$ cat src/rtl/lge_pkg.sv
// Shared constants, types and codes of the life grid engine.
package lge_pkg;

  localparam int MAX_WIDTH  = 64;
  localparam int MAX_HEIGHT = 64;

  localparam int CFG_W     = 7;
  localparam int CFG_IDX_W = 1;
  localparam int FUNC_W    = 2;
  localparam int COORD_W   = 6;
  localparam int GEN_W     = 32;

  localparam int COL_IDX_W = $clog2(MAX_WIDTH);
  localparam int ROW_IDX_W = $clog2(MAX_HEIGHT);
  localparam int WCNT_W    = $clog2(MAX_WIDTH + 1);
  localparam int HCNT_W    = $clog2(MAX_HEIGHT + 1);

  localparam int NBR_W = 4;
  localparam logic [NBR_W-1:0] BIRTH_COUNT   = NBR_W'(3);
  localparam logic [NBR_W-1:0] SURVIVE_COUNT = NBR_W'(2);

  localparam logic [CFG_W-1:0] GRID_RESET = CFG_W'(64);

  typedef logic [MAX_WIDTH-1:0] row_t;
  typedef logic [ROW_IDX_W-1:0] row_addr_t;
  typedef logic [COL_IDX_W-1:0] col_addr_t;

  typedef enum logic [FUNC_W-1:0] {
    FUNC_CLEAR = 2'd0,
    FUNC_SET   = 2'd1,
    FUNC_STEP  = 2'd2,
    FUNC_READ  = 2'd3
  } func_t;

  typedef enum logic [CFG_IDX_W-1:0] {
    REG_GRID_WIDTH  = 1'b0,
    REG_GRID_HEIGHT = 1'b1
  } reg_idx_t;

  // one port request to a row store
  typedef struct packed {
    logic      we;
    row_addr_t waddr;
    row_t      wdata;
    logic      re;
    row_addr_t raddr;
  } mem_req_t;

endpackage

$ cat src/rtl/lge_row_ram.sv
// Row store: one grid buffer, one row per entry, registered read.
module lge_row_ram import lge_pkg::*; (
  input  logic     clk,
  input  mem_req_t req,
  output row_t     rd_data
);

  row_t mem [MAX_HEIGHT];

  always_ff @(posedge clk) begin
    if (req.we) begin
      mem[req.waddr] <= req.wdata;
    end
    if (req.re) begin
      rd_data <= mem[req.raddr];
    end
  end

endmodule

$ cat config.mk
export PLATFORM = sky130hd
export DESIGN_NAME = lge_row_ram
export DESIGN_NICKNAME = d
export VERILOG_FILES = /design/src/rtl/lge_pkg.sv /design/src/rtl/lge_row_ram.sv
export SDC_FILE = /design/constraint.sdc
export NUM_CORES = 2
export LEC_CHECK = 0
export CORE_ASPECT_RATIO = 0.8
export CORE_MARGIN = 4
export CORE_UTILIZATION = 60
export DETAILED_ROUTE_END_ITERATION = 16
export DONT_BUFFER_PORTS = 1
export HOLD_SLACK_MARGIN = 0.1
export PLACE_DENSITY = 0.76
export SLEW_MARGIN = 40
export SYNTH_ARGS = -nofsm -noshare
export SYNTH_HDL_FRONTEND = slang
export SYNTH_SLANG_ARGS = --single-unit
$ cat constraint.sdc
create_clock -name clk -period 9.2 [get_ports clk]
set_input_delay 1.84 -clock clk [delete_from_list [all_inputs] [get_ports clk]]
set_output_delay 1.84 -clock clk [all_outputs]
set_load 0.005 [all_outputs]
* Word level (Yosys, flattened, before mapping)
Memories as Yosys holds them, arrays and structs flattened. A register that Yosys moved wholly into a read port is not among the register bits. Cells that the tools add are included.
Operators by class: muxes and demuxes 2
Operators by type and width (count):
- 1-bit 2-to-1 mux | 2
Storage, ports and cells: flip-flop bits (word level) 0, bits in writable memories 4096, input bits 79, output and inout bits 64, logic and storage cells 3, memories 1
Memories:
- mem | depth 64, width 64, rd ports 1, clocked after Yosys merged registers in 1, write ports 1, RTL line lge_row_ram.sv:8 | row_t mem [MAX_HEIGHT];

* Depth between registers and ports, before layout
depth after elaboration 2, mapped depth 9, mapped depth without buffers 5

* Least setup slack after synthesis
No wires, ideal clock.
kind input-to-reg, start input req[74] in the netlist's numbering, end memory mem[48][0] in the netlist's numbering, enable pin, library setup time 0.564 ns, arrival 6.712 ns, required time 8.636 ns, setup slack 1.924 ns, cell stages on the path 4, buffers on the path 1, cell sequence clkbuf_1 > nor2b_1 > nand4b_1 > nor3_1
RTL lines:
- start: declaration | RTL line lge_row_ram.sv:4 | input mem_req_t req,
- end: declaration | RTL line lge_row_ram.sv:8
Straight into the memory's write port.

==> metrics.md <==
| Metric | Value |
|---|---|
| Vias in the first global route | 77500 |
| Status | complete, no violations |
| Worst hold path depth | 4 |
| CP Capture Type | register |
| Setup violators final | 0 |
| Netlist cell types | 32 |
| Syn_nets | around 6700 |
| Mean Syn Cell Area | ~24 µm² |
| Gr ovfl total | 0 |
| Final Hold Viols | 0 |
| WP data arrival | 6.14 ns |
| Pre-antenna DRT Iters | 7 |
| Num CTS Buffers | 387 |
| Die H | 466 µm |
| # H-tree levels | 5 |
| Most area-consuming cells after synthesis | edfxtp_1 (80%), mux4_2 (15%), mux2i_1 (0.86%), a22oi_1 (0.80%), buf_2 (0.54%) |
| Crit share post-route | 59.8% |
| Max-slew violations | 0 |
| Worst reg-to-reg path cell count | 5 |
| WL per Instance | between 30 and 40 µm |
| Crit path kind | input pin to register |
| Via/cell ratio | 7.27 |
| Area delta synth->final | 11.5% |
| Clock Tree Buf Depth | 4 |
| Die ar. | between 200000 and 300000 µm² |
| GP Congestion | 0.808 |
| Pin count of the biggest net entering global routing | a little under 900 |
| Total wire length | 420 mm |
| Number of hold buffers added after CTS | 0 |
| PwrDens | 220 nW/µm² |
| Vias | roughly 77000 |
| Hold Slack | 0.971 ns |
| Layout cell share with drive strength beyond 1 | 26.3% |
| Post-Place Cells | ~10000 |
| Gr usage total | ~30% |
| Ports | 143 |
| Final Instance Count excl. Fillers | approximately 11000 |
| CP max FO | 125 |
| ANT nets after route | 0 |
| Initial drt markers | 14300 |
| Post-CTS setup buffer count | 0 |
| Maximum VDD drop | 0.247 mV |
| Synth Register Bits | around 4200 |
| Root Driver | clkbuf_16 |
| Antenna violations before repair | 21 |
| Clk slew on worst S/H paths | 0.07 ns |
| Total of max-cap violations | 0 |
| Placed cell areas | 162000 µm² |
| Clk Latency, worst-skew pair | 0.93 ns |
| Die width | 580 µm |
| CTS tree | yes |
| Sequential cell area fraction in the yosys report | 79.6% |
| Skew final | 0.0403 ns |
| Worst path bufs/invs | 4 |
| Warnings, synthesis | 0 |
| Startpoint Class | input pin |
| Starting density of the core | between 60% and 70% |
| Syn Inst Count | between 6000 and 7000 |
| Minimum clock period | 5.50 ns |
| Synth area leader | edfxtp_1 |
| Kind of cell adding the most delay to the critical path | buffers and inverters |
| Core Box Area | 260000 µm² |
| Post-layout util | 67.5% |
| CP dominant cell by count | buf_16 |
| Slowest CP cell | buf_16 |
| Worst slew pin tran | 1.09 ns |
| Top-area cell type share of the netlist area | 79.6% |
| Final nets | roughly 6900 |
| HP Class | register to register |
| Port buffer count | 0 |
| Fmax | 182 MHz |
| Final instance area | 175000 µm² |
| Critical path depth in cells | 9 |
| Clock sink total | roughly 4200 |
| Synthesized area | 157000 µm² |
| Pleak | 54.1 nW |
| Final setup TNS | 0 ns |
| Placed wire-length estimate | 213 mm |
| Crit-path max cell delay | 0.59 ns |
| Max-slew headroom | roughly 27% |
| # rows | 167 |
| RSZ-0062 raised after global routing | false |
| PostCTS Resize Cnt | 0 |
| Req. time, crit path | 9.84 ns |
| Crit-path cells | buf_16 > buf_16 > buf_16 > buf_16 > mux4_2 > nor2b_1 > a211oi_1 > o22ai_1 > and3_1 |
| Global-route wire length before repair | 590 mm |
| DRC | 0 |
==> power by group <==
part | switching, W | leakage [nW] | internal [W]
combinational | 0.000821 | 10.6 | 0.000622
sequential | 0.0000993 | 37.5 | 0.0210
clock | 0.00697 | 6.04 | 0.00893
total | 0.00789 | 54.1 | 0.0306
==> cells in the mapped netlist, drive strengths merged <==
master,instances
edfxtp,4160
mux4,1024
buf,230
a22oi,168
clkbuf,140
mux2i,135
nor2,112
a22o,88
o22ai,83
and3,64
a211oi,63
nand2,58
nand3,45
o221ai,38
or3,29
nor2b,28
or2,28
a41oi,26
a2bb2oi,19
inv,19
a31oi,18
nand2b,11
and2,3
nand3b,2
nand4,2
nor3,2
a31o,1
nand4b,1
or3b,1
==> worst paths after layout <==
kind / slack [ns] / end / startpoint
setup / recovery: 3.70 / rd_data[0]$_DFFE_PP_ / req[1]
setup reg to reg: 6.72 / rd_data[58]$_DFFE_PP_ / mem[51][58]$_DFFE_PP_
hold reg to reg: 0.97 / rd_data[2]$_DFFE_PP_ / mem[63][2]$_DFFE_PP_
hold / removal: 0.97 / rd_data[2]$_DFFE_PP_ / mem[63][2]$_DFFE_PP_
==> registers in the layout (all words and copies together), names as in the netlist <==
| name | flops |
|---|---|
| rd_data | 64 |
| mem | 4096 |
==> metrics by stage <==
step / setup slack (ns) / power [W]
after floorplan: 1.92 / 0.0224
after global placement: 4.09 / 0.0226
after detailed placement: 2.64 / 0.0228
after CTS: 3.60 / 0.0383
after global routing: 3.65 / 0.0395
final: 3.70 / 0.0385
==> per-layer routing <==
metal / up-vias / track usage, % / wire length (µm)
li1: 28900 / - / -
met1: 40100 / 43.7 / 144000
met2: 6938 / 46.2 / 195000
met3: 1013 / 9.02 / 60800
met4: 10 / 12.4 / 20400
met5: - / 0 / 75
==> layout make-up <==
class,count,area [µm²]
fillers,14900,84400
inverters,19,71.3
flip-flops and latches,4160,125000
clock inverters,237,2310
repair buffers,196,2630
multi-input cells,2049,30800
clock buffers,456,10000
diodes,4,10.0
well taps,3464,4330
==> layout by cell type (no fill, tap or decap), types with 24 or more instances in the layout <==
cell,count
mux4_2,1024
buf_6,36
buf_4,95
nand2_1,56
o221ai_1,38
clkinv_2,74
nand3_1,41
o22ai_1,83
nor2b_1,24
a22oi_1,168
or3_1,29
mux2i_1,134
nor2_4,65
and3_1,64
bufinv_16,40
clkbuf_16,391
nor2_1,47
a211oi_1,63
buf_16,38
clkinv_1,89
or2_2,28
a41oi_1,25
edfxtp_1,4160
a22o_1,88
clkbuf_1,65
==> worst register-to-register path, cell delays in order (launching register included) <==
cell and delay [ns]:
edfxtp_1 0.36, mux4_2 0.49, mux2i_2 0.51, o22ai_1 0.20, a41oi_2 0.54, a211oi_1 0.10
==> cells by family (layout without fill, tap and decap cells) <==
group / Yosys count / in the layout / share of synthesized area (%)
buffers and inverters: 389 / 908 / 1.18
flip-flops: 4160 / 4160 / 79.6
AO/OA/AOI/OAI: 504 / 504 / 2.47
multiplexers: 1159 / 1159 / 15.6
AND/OR/NAND/NOR: 386 / 386 / 1.23
other: 0 / 4 / 0
Power figures use the tool's default switching activity.
