==> src/rtl/lge_pkg.sv <==
// Shared constants, types and codes of the life grid engine.
package lge_pkg;

  localparam int MAX_WIDTH  = 64;
  localparam int MAX_HEIGHT = 64;

  localparam int CFG_W     = 7;
  localparam int CFG_IDX_W = 1;
  localparam int FUNC_W    = 2;
  localparam int COORD_W   = 6;
  localparam int GEN_W     = 32;

  localparam int COL_IDX_W = $clog2(MAX_WIDTH);
  localparam int ROW_IDX_W = $clog2(MAX_HEIGHT);
  localparam int WCNT_W    = $clog2(MAX_WIDTH + 1);
  localparam int HCNT_W    = $clog2(MAX_HEIGHT + 1);

  localparam int NBR_W = 4;
  localparam logic [NBR_W-1:0] BIRTH_COUNT   = NBR_W'(3);
  localparam logic [NBR_W-1:0] SURVIVE_COUNT = NBR_W'(2);

  localparam logic [CFG_W-1:0] GRID_RESET = CFG_W'(64);

  typedef logic [MAX_WIDTH-1:0] row_t;
  typedef logic [ROW_IDX_W-1:0] row_addr_t;
  typedef logic [COL_IDX_W-1:0] col_addr_t;

  typedef enum logic [FUNC_W-1:0] {
    FUNC_CLEAR = 2'd0,
    FUNC_SET   = 2'd1,
    FUNC_STEP  = 2'd2,
    FUNC_READ  = 2'd3
  } func_t;

  typedef enum logic [CFG_IDX_W-1:0] {
    REG_GRID_WIDTH  = 1'b0,
    REG_GRID_HEIGHT = 1'b1
  } reg_idx_t;

  // one port request to a row store
  typedef struct packed {
    logic      we;
    row_addr_t waddr;
    row_t      wdata;
    logic      re;
    row_addr_t raddr;
  } mem_req_t;

endpackage

==> src/rtl/lge_rule_unit.sv <==
// Shared B3/S23 cell unit: neighbor count and next state of one cell.
module lge_rule_unit import lge_pkg::*; (
  input  row_t      up,
  input  row_t      mid,
  input  row_t      dn,
  input  col_addr_t col,
  input  logic      live,
  output logic      alive
);

  col_addr_t        col_l;
  col_addr_t        col_r;
  logic             l_ok;
  logic             r_ok;
  logic [NBR_W-1:0] cnt;

  assign col_l = col - 1'b1;
  assign col_r = col + 1'b1;
  assign l_ok  = (col != '0);
  assign r_ok  = (col != COL_IDX_W'(MAX_WIDTH - 1));

  // left and right edges of the store read as dead
  always_comb begin
    cnt = NBR_W'(up[col]) + NBR_W'(dn[col]);
    if (l_ok) begin
      cnt = cnt + NBR_W'(up[col_l]) + NBR_W'(mid[col_l]) + NBR_W'(dn[col_l]);
    end
    if (r_ok) begin
      cnt = cnt + NBR_W'(up[col_r]) + NBR_W'(mid[col_r]) + NBR_W'(dn[col_r]);
    end
  end

  assign alive = live && ((cnt == BIRTH_COUNT) || ((cnt == SURVIVE_COUNT) && mid[col]));

endmodule

==> config.mk <==
export PLATFORM = sky130hd
export DESIGN_NAME = lge_rule_unit
export DESIGN_NICKNAME = d
export VERILOG_FILES = /design/src/rtl/lge_pkg.sv /design/src/rtl/lge_rule_unit.sv
export SDC_FILE = /design/constraint.sdc
export NUM_CORES = 1
export LEC_CHECK = 0
export ABC_AREA = 1
export BUFFER_PORTS_ARGS = -buffer_cell sky130_fd_sc_hd__buf_2
export CAP_MARGIN = 0
export CORE_UTILIZATION = 34
export DETAILED_ROUTE_END_ITERATION = 8
export SLEW_MARGIN = 20
export SYNTH_ARGS = -nofsm -noshare
export SYNTH_HDL_FRONTEND = slang
export SYNTH_SLANG_ARGS = --single-unit
==> constraint.sdc <==
create_clock -name vclk -period 6
set_clock_uncertainty 0.05 [all_clocks]
set_input_delay 0.3 -clock vclk [all_inputs]
set_output_delay 0.3 -clock vclk [all_outputs]
set_load 0.1 [all_outputs]
* After elaboration in Yosys (flattened, before gate mapping) *
Index checks and enable logic that the tools add are counted.

word-level totals
  input port bits = 199
  register bits = 0
  output and inout bits = 1
  logic and storage cells = 39

operators by class
  add/subtract/negate cells = 9
  multiplexer cells = 20
  reduce and logical (&&, ||, !) cells = 4
  order comparisons = 3
  equal/unequal tests = 3

operator list
  kind                   count
  $bmux W1 S6            9
  $lt A6 B7 Y1 const B   3
  $add A4 B1 Y4          4
  $mux W1                9
  $eq A4 B2 Y1 const B   2
  $mux W4                2
  $add A6 B1 Y6 const B  1
  $ne A6 B6 Y1 const B   1
  $reduce_bool A6 Y1     1
  $sub A6 B1 Y6 const B  1
  $add A3 B1 Y4          1
  $add A2 B1 Y3          1
  $add A1 B1 Y2          1
  $logic_and A1 B1 Y1    2
  $logic_or A1 B1 Y1     1

* Longest topological paths before layout *
Gate-level depths: netlist of run 1.

  depth in word-level cells = 15
  gate-level depth with buffers = 31
  mapped depth without buffers = 27

* Least setup slack after synthesis of run 1 *
No wires, ideal clock.

  path kind = input port to output port
  from = input col[0]
  to = output alive
  stages on the path = 25
  setup slack = -94 ps
  data required time = 5650 ps
  arrival = 5744 ps
  cells stage by stage = buf_6 inv_4 buf_4 buf_2 ha_1 buf_2 buf_2 buf_1 nand2_1 nand3_1 nand3_1 nand3_1 nand3_1 nand2_1 fa_1 ha_1 mux2i_1 fa_1 inv_1 ha_1 fa_1 nand2_1 nand2_1 nand3_1 a21oi_1

on the way
  word-level cells in the longest chain between the ends = 15

RTL lines
  item                                                            RTL line                                  source
  start: declaration                                              lge_rule_unit.sv:6                        input col_addr_t col,
  $sub A6 B1 Y6 or $bmux W1 S6 (tied branches)                    lge_rule_unit.sv:17, lge_rule_unit.sv:24
  $bmux W1 S6 or $mux W1 (tied branches)                          lge_rule_unit.sv:26, lge_rule_unit.sv:24
  $mux W1 (not written as such) or $add A1 B1 Y2 (tied branches)  lge_rule_unit.sv:26, lge_rule_unit.sv:24
  $add A2 B1 Y3                                                   lge_rule_unit.sv:26                       cnt = cnt + NBR_W'(up[col_l]) + NBR_W'(mid[col_l]) + NBR_W'(dn[col_l]);
  $add A3 B1 Y4                                                   lge_rule_unit.sv:26
  $add A4 B1 Y4                                                   lge_rule_unit.sv:26
  $mux W4                                                         lge_rule_unit.sv:25                       if (l_ok) begin
  $add A4 B1 Y4 (3 in series)                                     lge_rule_unit.sv:29                       cnt = cnt + NBR_W'(up[col_r]) + NBR_W'(mid[col_r]) + NBR_W'(dn[col_r]);
  $mux W4                                                         lge_rule_unit.sv:28                       if (r_ok) begin
  $eq A4 B2 Y1                                                    lge_rule_unit.sv:33                       assign alive = live && ((cnt == BIRTH_COUNT) || ((cnt == SURVIVE_COUNT) && mid[col]));
  $logic_and A1 B1 Y1                                             lge_rule_unit.sv:33
  $logic_or A1 B1 Y1 (*)                                          lge_rule_unit.sv:33
  $logic_and A1 B1 Y1 (*)                                         lge_rule_unit.sv:33
  end: declaration                                                lge_rule_unit.sv:8                        output logic alive

Mark *: on every way between the ends. The rest lies on a longest branch, timed or not. The select of a mux whose other input is x is not followed.

* Worst setup path after layout of run 1 *
Ends and elaborated chain as after synthesis.

==> results of run 1 <==
## metrics by stage
| stage | area, sq um | cells | hold WS [ps] | util (%) | setup slack (ps) |
|---|---|---|---|---|---|
| 5_1_grt | 6336 | 1492 | 965.9 | 41.22 | 294.6 |
| 3_3_place_gp | 6336 | 1492 | 945.5 | 41.22 | 726.8 |
| 4_1_cts | 6336 | 1492 | 942.1 | 41.22 | 664.1 |
| 6_report | 6336 | 1492 | 939.0 | 41.22 | 607.6 |
| 3_5_place_dp | 6336 | 1492 | 939.9 | 41.22 | 654.5 |
| 2_1_floorplan | 5420 | 1152 | 809.5 | - | 525.5 |
## final cells by class
| cell class | instances | area (sq um) | share of cell area, % |
|---|---|---|---|
| Multi-Input combinational cell | 981 | 4561 | 71.98 |
| Timing Repair Buffer | 223 | 1220 | 19.25 |
| Inverter | 77 | 291.5 | 4.601 |
| Tap cell | 211 | 264.0 | 4.167 |
## cells by family (layout without fill, tap and decap cells)
family	Yosys count	in the layout	synth area share, %
mux	1	1	0.1848
xor+xnor	8	8	2.056
compound gates	211	211	21.16
fa+ha+maj	11	11	3.095
buf+inv	171	300	15.92
simple gates	750	750	57.59
## layer usage
layer / track usage, % / up-vias / share of wire [%]
met2: 44.58 / 358 / 47
met3: 1.336 / 46 / 6.9
li1: - / 4039 / -
met1: 33.79 / 3506 / 44
met4: 6.574 / 0 / 2.4
met5: 0 / - / 0
## tightest hold or removal path, delay by kind of cell
family / cells / cell delay, ps
AND/OR/NAND/NOR: 1 / 80
AO/OA/AOI/OAI: 1 / 50
buffers and inverters: 2 / 260
## power groups by stage
| stage | clock (mW) | combinational (mW) | sequential [mW] |
|---|---|---|---|
| final | 0 | 0.784 | 0 |
| after detailed placement | 0 | 0.773 | 0 |
| after floorplan | 0 | 0.545 | 0 |
| after global placement | 0 | 0.763 | 0 |
| after CTS | 0 | 0.775 | 0 |
| after global routing | 0 | 0.876 | 0 |
## cell usage after synthesis, drive strengths merged
| cell type | instances | area share (%) |
|---|---|---|
| nand4 | 5 | 0.58 |
| o22ai | 5 | 0.58 |
| o21ai | 128 | 12 |
| clkbuf | 12 | 0.83 |
| mux2i | 1 | 0.18 |
| xor2 | 7 | 1.8 |
| nand2 | 490 | 34 |
| inv | 77 | 5.4 |
| fa | 4 | 1.5 |
| nand3 | 224 | 21 |
| a21oi | 44 | 4.1 |
| ha | 7 | 1.6 |
| nand3b | 1 | 0.14 |
| o21a | 1 | 0.14 |
| a31oi | 1 | 0.12 |
| buf | 82 | 9.7 |
| nor2 | 30 | 2.1 |
| xnor2 | 1 | 0.30 |
| a21boi | 6 | 0.83 |
| o211ai | 26 | 3.6 |
## path summary, 6_finish.rpt
path | slack [ps] | from | cells after the start | to
max | 610 | col[0] | 22 | alive
min | 940 | live | 4 | alive
==> impl_metrics.env, run 1 <==
export IMPL_status="complete, no violations"
export IMPL_syn_area_per_cell_sq_um=4.702
export IMPL_die_w_microns=128.2
export IMPL_nFillCells=1799
export IMPL_cp_slowest_cell="fa_1"
export IMPL_drive_gt1_share_pct=18.66
export IMPL_synth_area_sq_um=5416
export IMPL_sw_frac_of_total_pct=63.36
export IMPL_arrival_ps=5040
export IMPL_timing_fmax_mhz=185.4
export IMPL_hold_viol_final=0
export IMPL_tns_ps=0
export IMPL_synth_cell_types=31
export IMPL_fp_dieArea_sq_um=16440
export IMPL_avgViaCountPerCell=5.328
export IMPL_worstPathCellList="buf_6, buf_12, a21oi_1, o21ai_0, nand3_1, nand3_1, nand4_1, nand3_1, nand3_1, ha_1, fa_1, ha_1, mux2i_1, fa_1, inv_1, ha_1, fa_1, nand2_1, nand2_1, nand3_1, a21oi_2, buf_12"
export IMPL_core_sq_um=15370
export IMPL_final_nets=1493
export IMPL_track_usage_pct=25.46
export IMPL_crit_path_end_kind="output port"
export IMPL_start_util_pct=35.24
export IMPL_port_buffers=200
export IMPL_worst_pin_slew_ps=836.1
export IMPL_rsz0062_at_grt="false"
export IMPL_first_pass_iters=7
export IMPL_hold_buffers=0
export IMPL_power_leakage_nw=3.404
export IMPL_critPathTopFamily="adder cells"
export IMPL_worstPathRequired_ps=5650
export IMPL_grt_pass1_vias=7015
export IMPL_p_switching_mw=0.4968
export IMPL_ir_worst_vdd_mv=0.1043
export IMPL_p_seq_share_pct=0
export IMPL_cellPowerDensity_nw_per_um2=123.7
export IMPL_setup_viol=0
export IMPL_num_vias=7949
export IMPL_die_h_microns=128.2
export IMPL_grt_pass1_wl_mm=34.08
export IMPL_rows=45
export IMPL_critPathMaxStageDelay_ps=540
export IMPL_routedWlPerCell_microns=14.64
export IMPL_path_buf_inv=4
export IMPL_drv_cap=0
export IMPL_comb_power_share_pct=100.0
export IMPL_diodes=0
export IMPL_yosys_warnings=0
export IMPL_seq_cell_count=0
export IMPL_place_hpwl_mm=16.86
export IMPL_hold_path_class="in2out"
export IMPL_drt_iter0_drc=765
export IMPL_mostFrequentLayoutCell="nand2_1"
export IMPL_worst_slew_margin_rel_pct=44.26
export IMPL_wirelength_mm=21.85
export IMPL_cp_start_kind="input pin"
export IMPL_intPower_mw=0.2872
export IMPL_drtAntennaViolNets=0
export IMPL_grt_max_degree=152
export IMPL_overflow=0
export IMPL_worstSetupPathType="in2out"
export IMPL_period_minus_slack_ps=5392
export IMPL_antenna_found_initial=0
export IMPL_n_clock_buffer=0
export IMPL_register_area_sq_um=0
export IMPL_syn_inst=1152
export IMPL_gp_congestion=0.9328
export IMPL_cp_common_cell="nand3_1"
export IMPL_drc=0
export IMPL_synth_net_count=1362
export IMPL_cp_max_fo=151
export IMPL_clkPwrFrac_pct=0
export IMPL_fin_crit_sh_pct=89.87
export IMPL_mostFrequentLayoutCells="nand2_1, nand3_1, buf_2"
export IMPL_slew_viol_final=0
export IMPL_cts_resized=0
export IMPL_total_power_mw=0.7840
export IMPL_post_cts_buffers=0
export IMPL_area_growth_synth_to_final_pct=16.98
export IMPL_design_portCount=200
export IMPL_ys_seq_area_share_pct=0
Power figures use the tool's default switching activity.
==> run 2, diff against run 1 <==
==> constraint.sdc (replaced) <==
create_clock -name vclk -period 6.82
set_clock_uncertainty 0.05 [all_clocks]
set_input_delay 0.341 -clock vclk [all_inputs]
set_output_delay 0.341 -clock vclk [all_outputs]
set_load 0.1 [all_outputs]
==> impl_metrics.env, run 2 (synthesized netlist as in run 1, its figures left out) <==
export IMPL_place_hpwl_mm=16.62
export IMPL_drt_iter0_drc=902
export IMPL_grt_pass1_wl_mm=34.23
export IMPL_diodes=0
export IMPL_num_vias=7904
export IMPL_die_h_microns=128.2
export IMPL_fin_crit_sh_pct=90.98
export IMPL_setup_viol=0
export IMPL_track_usage_pct=25.72
export IMPL_drc=0
export IMPL_mostFrequentLayoutCell="nand2_1"
export IMPL_avgViaCountPerCell=5.337
export IMPL_final_nets=1482
export IMPL_seq_cell_count=0
export IMPL_start_util_pct=35.24
export IMPL_routedWlPerCell_microns=14.81
export IMPL_worstPathCellList="buf_2, inv_2, nor2_1, a21oi_1, nand2_1, nand3b_1, nand2_1, ha_1, fa_1, ha_1, mux2i_1, fa_1, inv_1, ha_1, fa_1, nand2_1, nand2_1, nand3_1, a21oi_1, buf_12"
export IMPL_register_area_sq_um=0
export IMPL_area_growth_synth_to_final_pct=15.15
export IMPL_worstHoldPathCells=4
export IMPL_cp_slowest_cell="nor2_1"
export IMPL_core_sq_um=15370
export IMPL_power_leakage_nw=3.346
export IMPL_worstSetupPathType="in2out"
export IMPL_cp_max_fo=19
export IMPL_period_minus_slack_ps=6205
export IMPL_arrival_ps=5810
export IMPL_timing_fmax_mhz=161.2
export IMPL_port_buffers=200
export IMPL_cp_start_kind="input pin"
export IMPL_holdWs_ps=1045
export IMPL_overflow=0
export IMPL_place_inst=1481
export IMPL_design_portCount=200
export IMPL_sw_frac_of_total_pct=63.94
export IMPL_worst_pin_slew_ps=1183
export IMPL_placed_cell_area_sq_um=6237
export IMPL_gp_congestion=0.9468
export IMPL_crit_path_end_kind="output port"
export IMPL_total_power_mw=0.6750
export IMPL_intPower_mw=0.2434
export IMPL_antenna_found_initial=0
export IMPL_tns_ps=0
export IMPL_fin_area_sq_um=6237
export IMPL_comb_power_share_pct=100.0
export IMPL_p_seq_share_pct=0
export IMPL_ir_worst_vdd_mv=0.1152
export IMPL_hold_viol_final=0
export IMPL_critPathTopFamily="adder cells"
export IMPL_drive_gt1_share_pct=17.87
export IMPL_rsz0062_at_grt="false"
export IMPL_mostFrequentLayoutCells="nand2_1, nand3_1, buf_2"
export IMPL_drtAntennaViolNets=0
export IMPL_cp_common_cell="nand2_1"
export IMPL_wirelength_mm=21.93
export IMPL_critPathMaxStageDelay_ps=980
export IMPL_drv_cap=0
export IMPL_slew_viol_final=0
export IMPL_clkPwrFrac_pct=0
export IMPL_grt_max_degree=282
export IMPL_path_buf_inv=4
export IMPL_cts_resized=0
export IMPL_worst_slew_margin_rel_pct=20.86
export IMPL_first_pass_iters=6
export IMPL_cp_num_cells=20
export IMPL_n_clock_buffer=0
export IMPL_fp_dieArea_sq_um=16440
export IMPL_p_switching_mw=0.4316
export IMPL_rows=45
export IMPL_hold_buffers=0
export IMPL_worstPathRequired_ps=6430
export IMPL_grt_pass1_vias=6923
export IMPL_cellPowerDensity_nw_per_um2=108.2
export IMPL_finalNonFillerCells=1481
export IMPL_hold_path_class="in2out"
export IMPL_post_cts_buffers=0
export IMPL_die_w_microns=128.2
export IMPL_status="complete, no violations"
run 2: changes by cell type in the layout (fill, tap and decap cells not counted):
cell,delta
buf_4,-10
a21oi_1,+1
a21oi_2,-1
buf_12,-1
run 2: power by group through the flow:
| stage | clock network (mW) | logic, mW | registers [mW] |
|---|---|---|---|
| floorplan | 0 | 0.475 | 0 |
| global placement | 0 | 0.659 | 0 |
| global route | 0 | 0.754 | 0 |
| detailed placement | 0 | 0.665 | 0 |
| finish | 0 | 0.675 | 0 |
| CTS | 0 | 0.667 | 0 |
run 2: area by class of cell:
type / count / area (sq um)
Multi-Input combinational cell: 981 / 4557
Fill cell: 1795 / 9134
Inverter: 77 / 291.5
Timing Repair Buffer: 212 / 1125
Tap cell: 211 / 264.0
run 2: through the flow:
step                utilization (%)  setup slack (ps)
global placement              40.58             818.8
CTS                           40.58             787.5
global route                  40.58             438.0
detailed placement            40.58             797.6
floorplan                         -             644.1
finish                        40.58             615.0
run 2: final timing paths:
| path | from | endpoint |
|---|---|---|
| min | live | alive |
| max | col[2] | alive |
run 2: layer usage:
layer  share of wire (%)  GRT usage, %
met1                  42         33.17
met2                  48         44.55
met3                 8.1         3.214
met4                 2.6         7.266
met5                   0             0
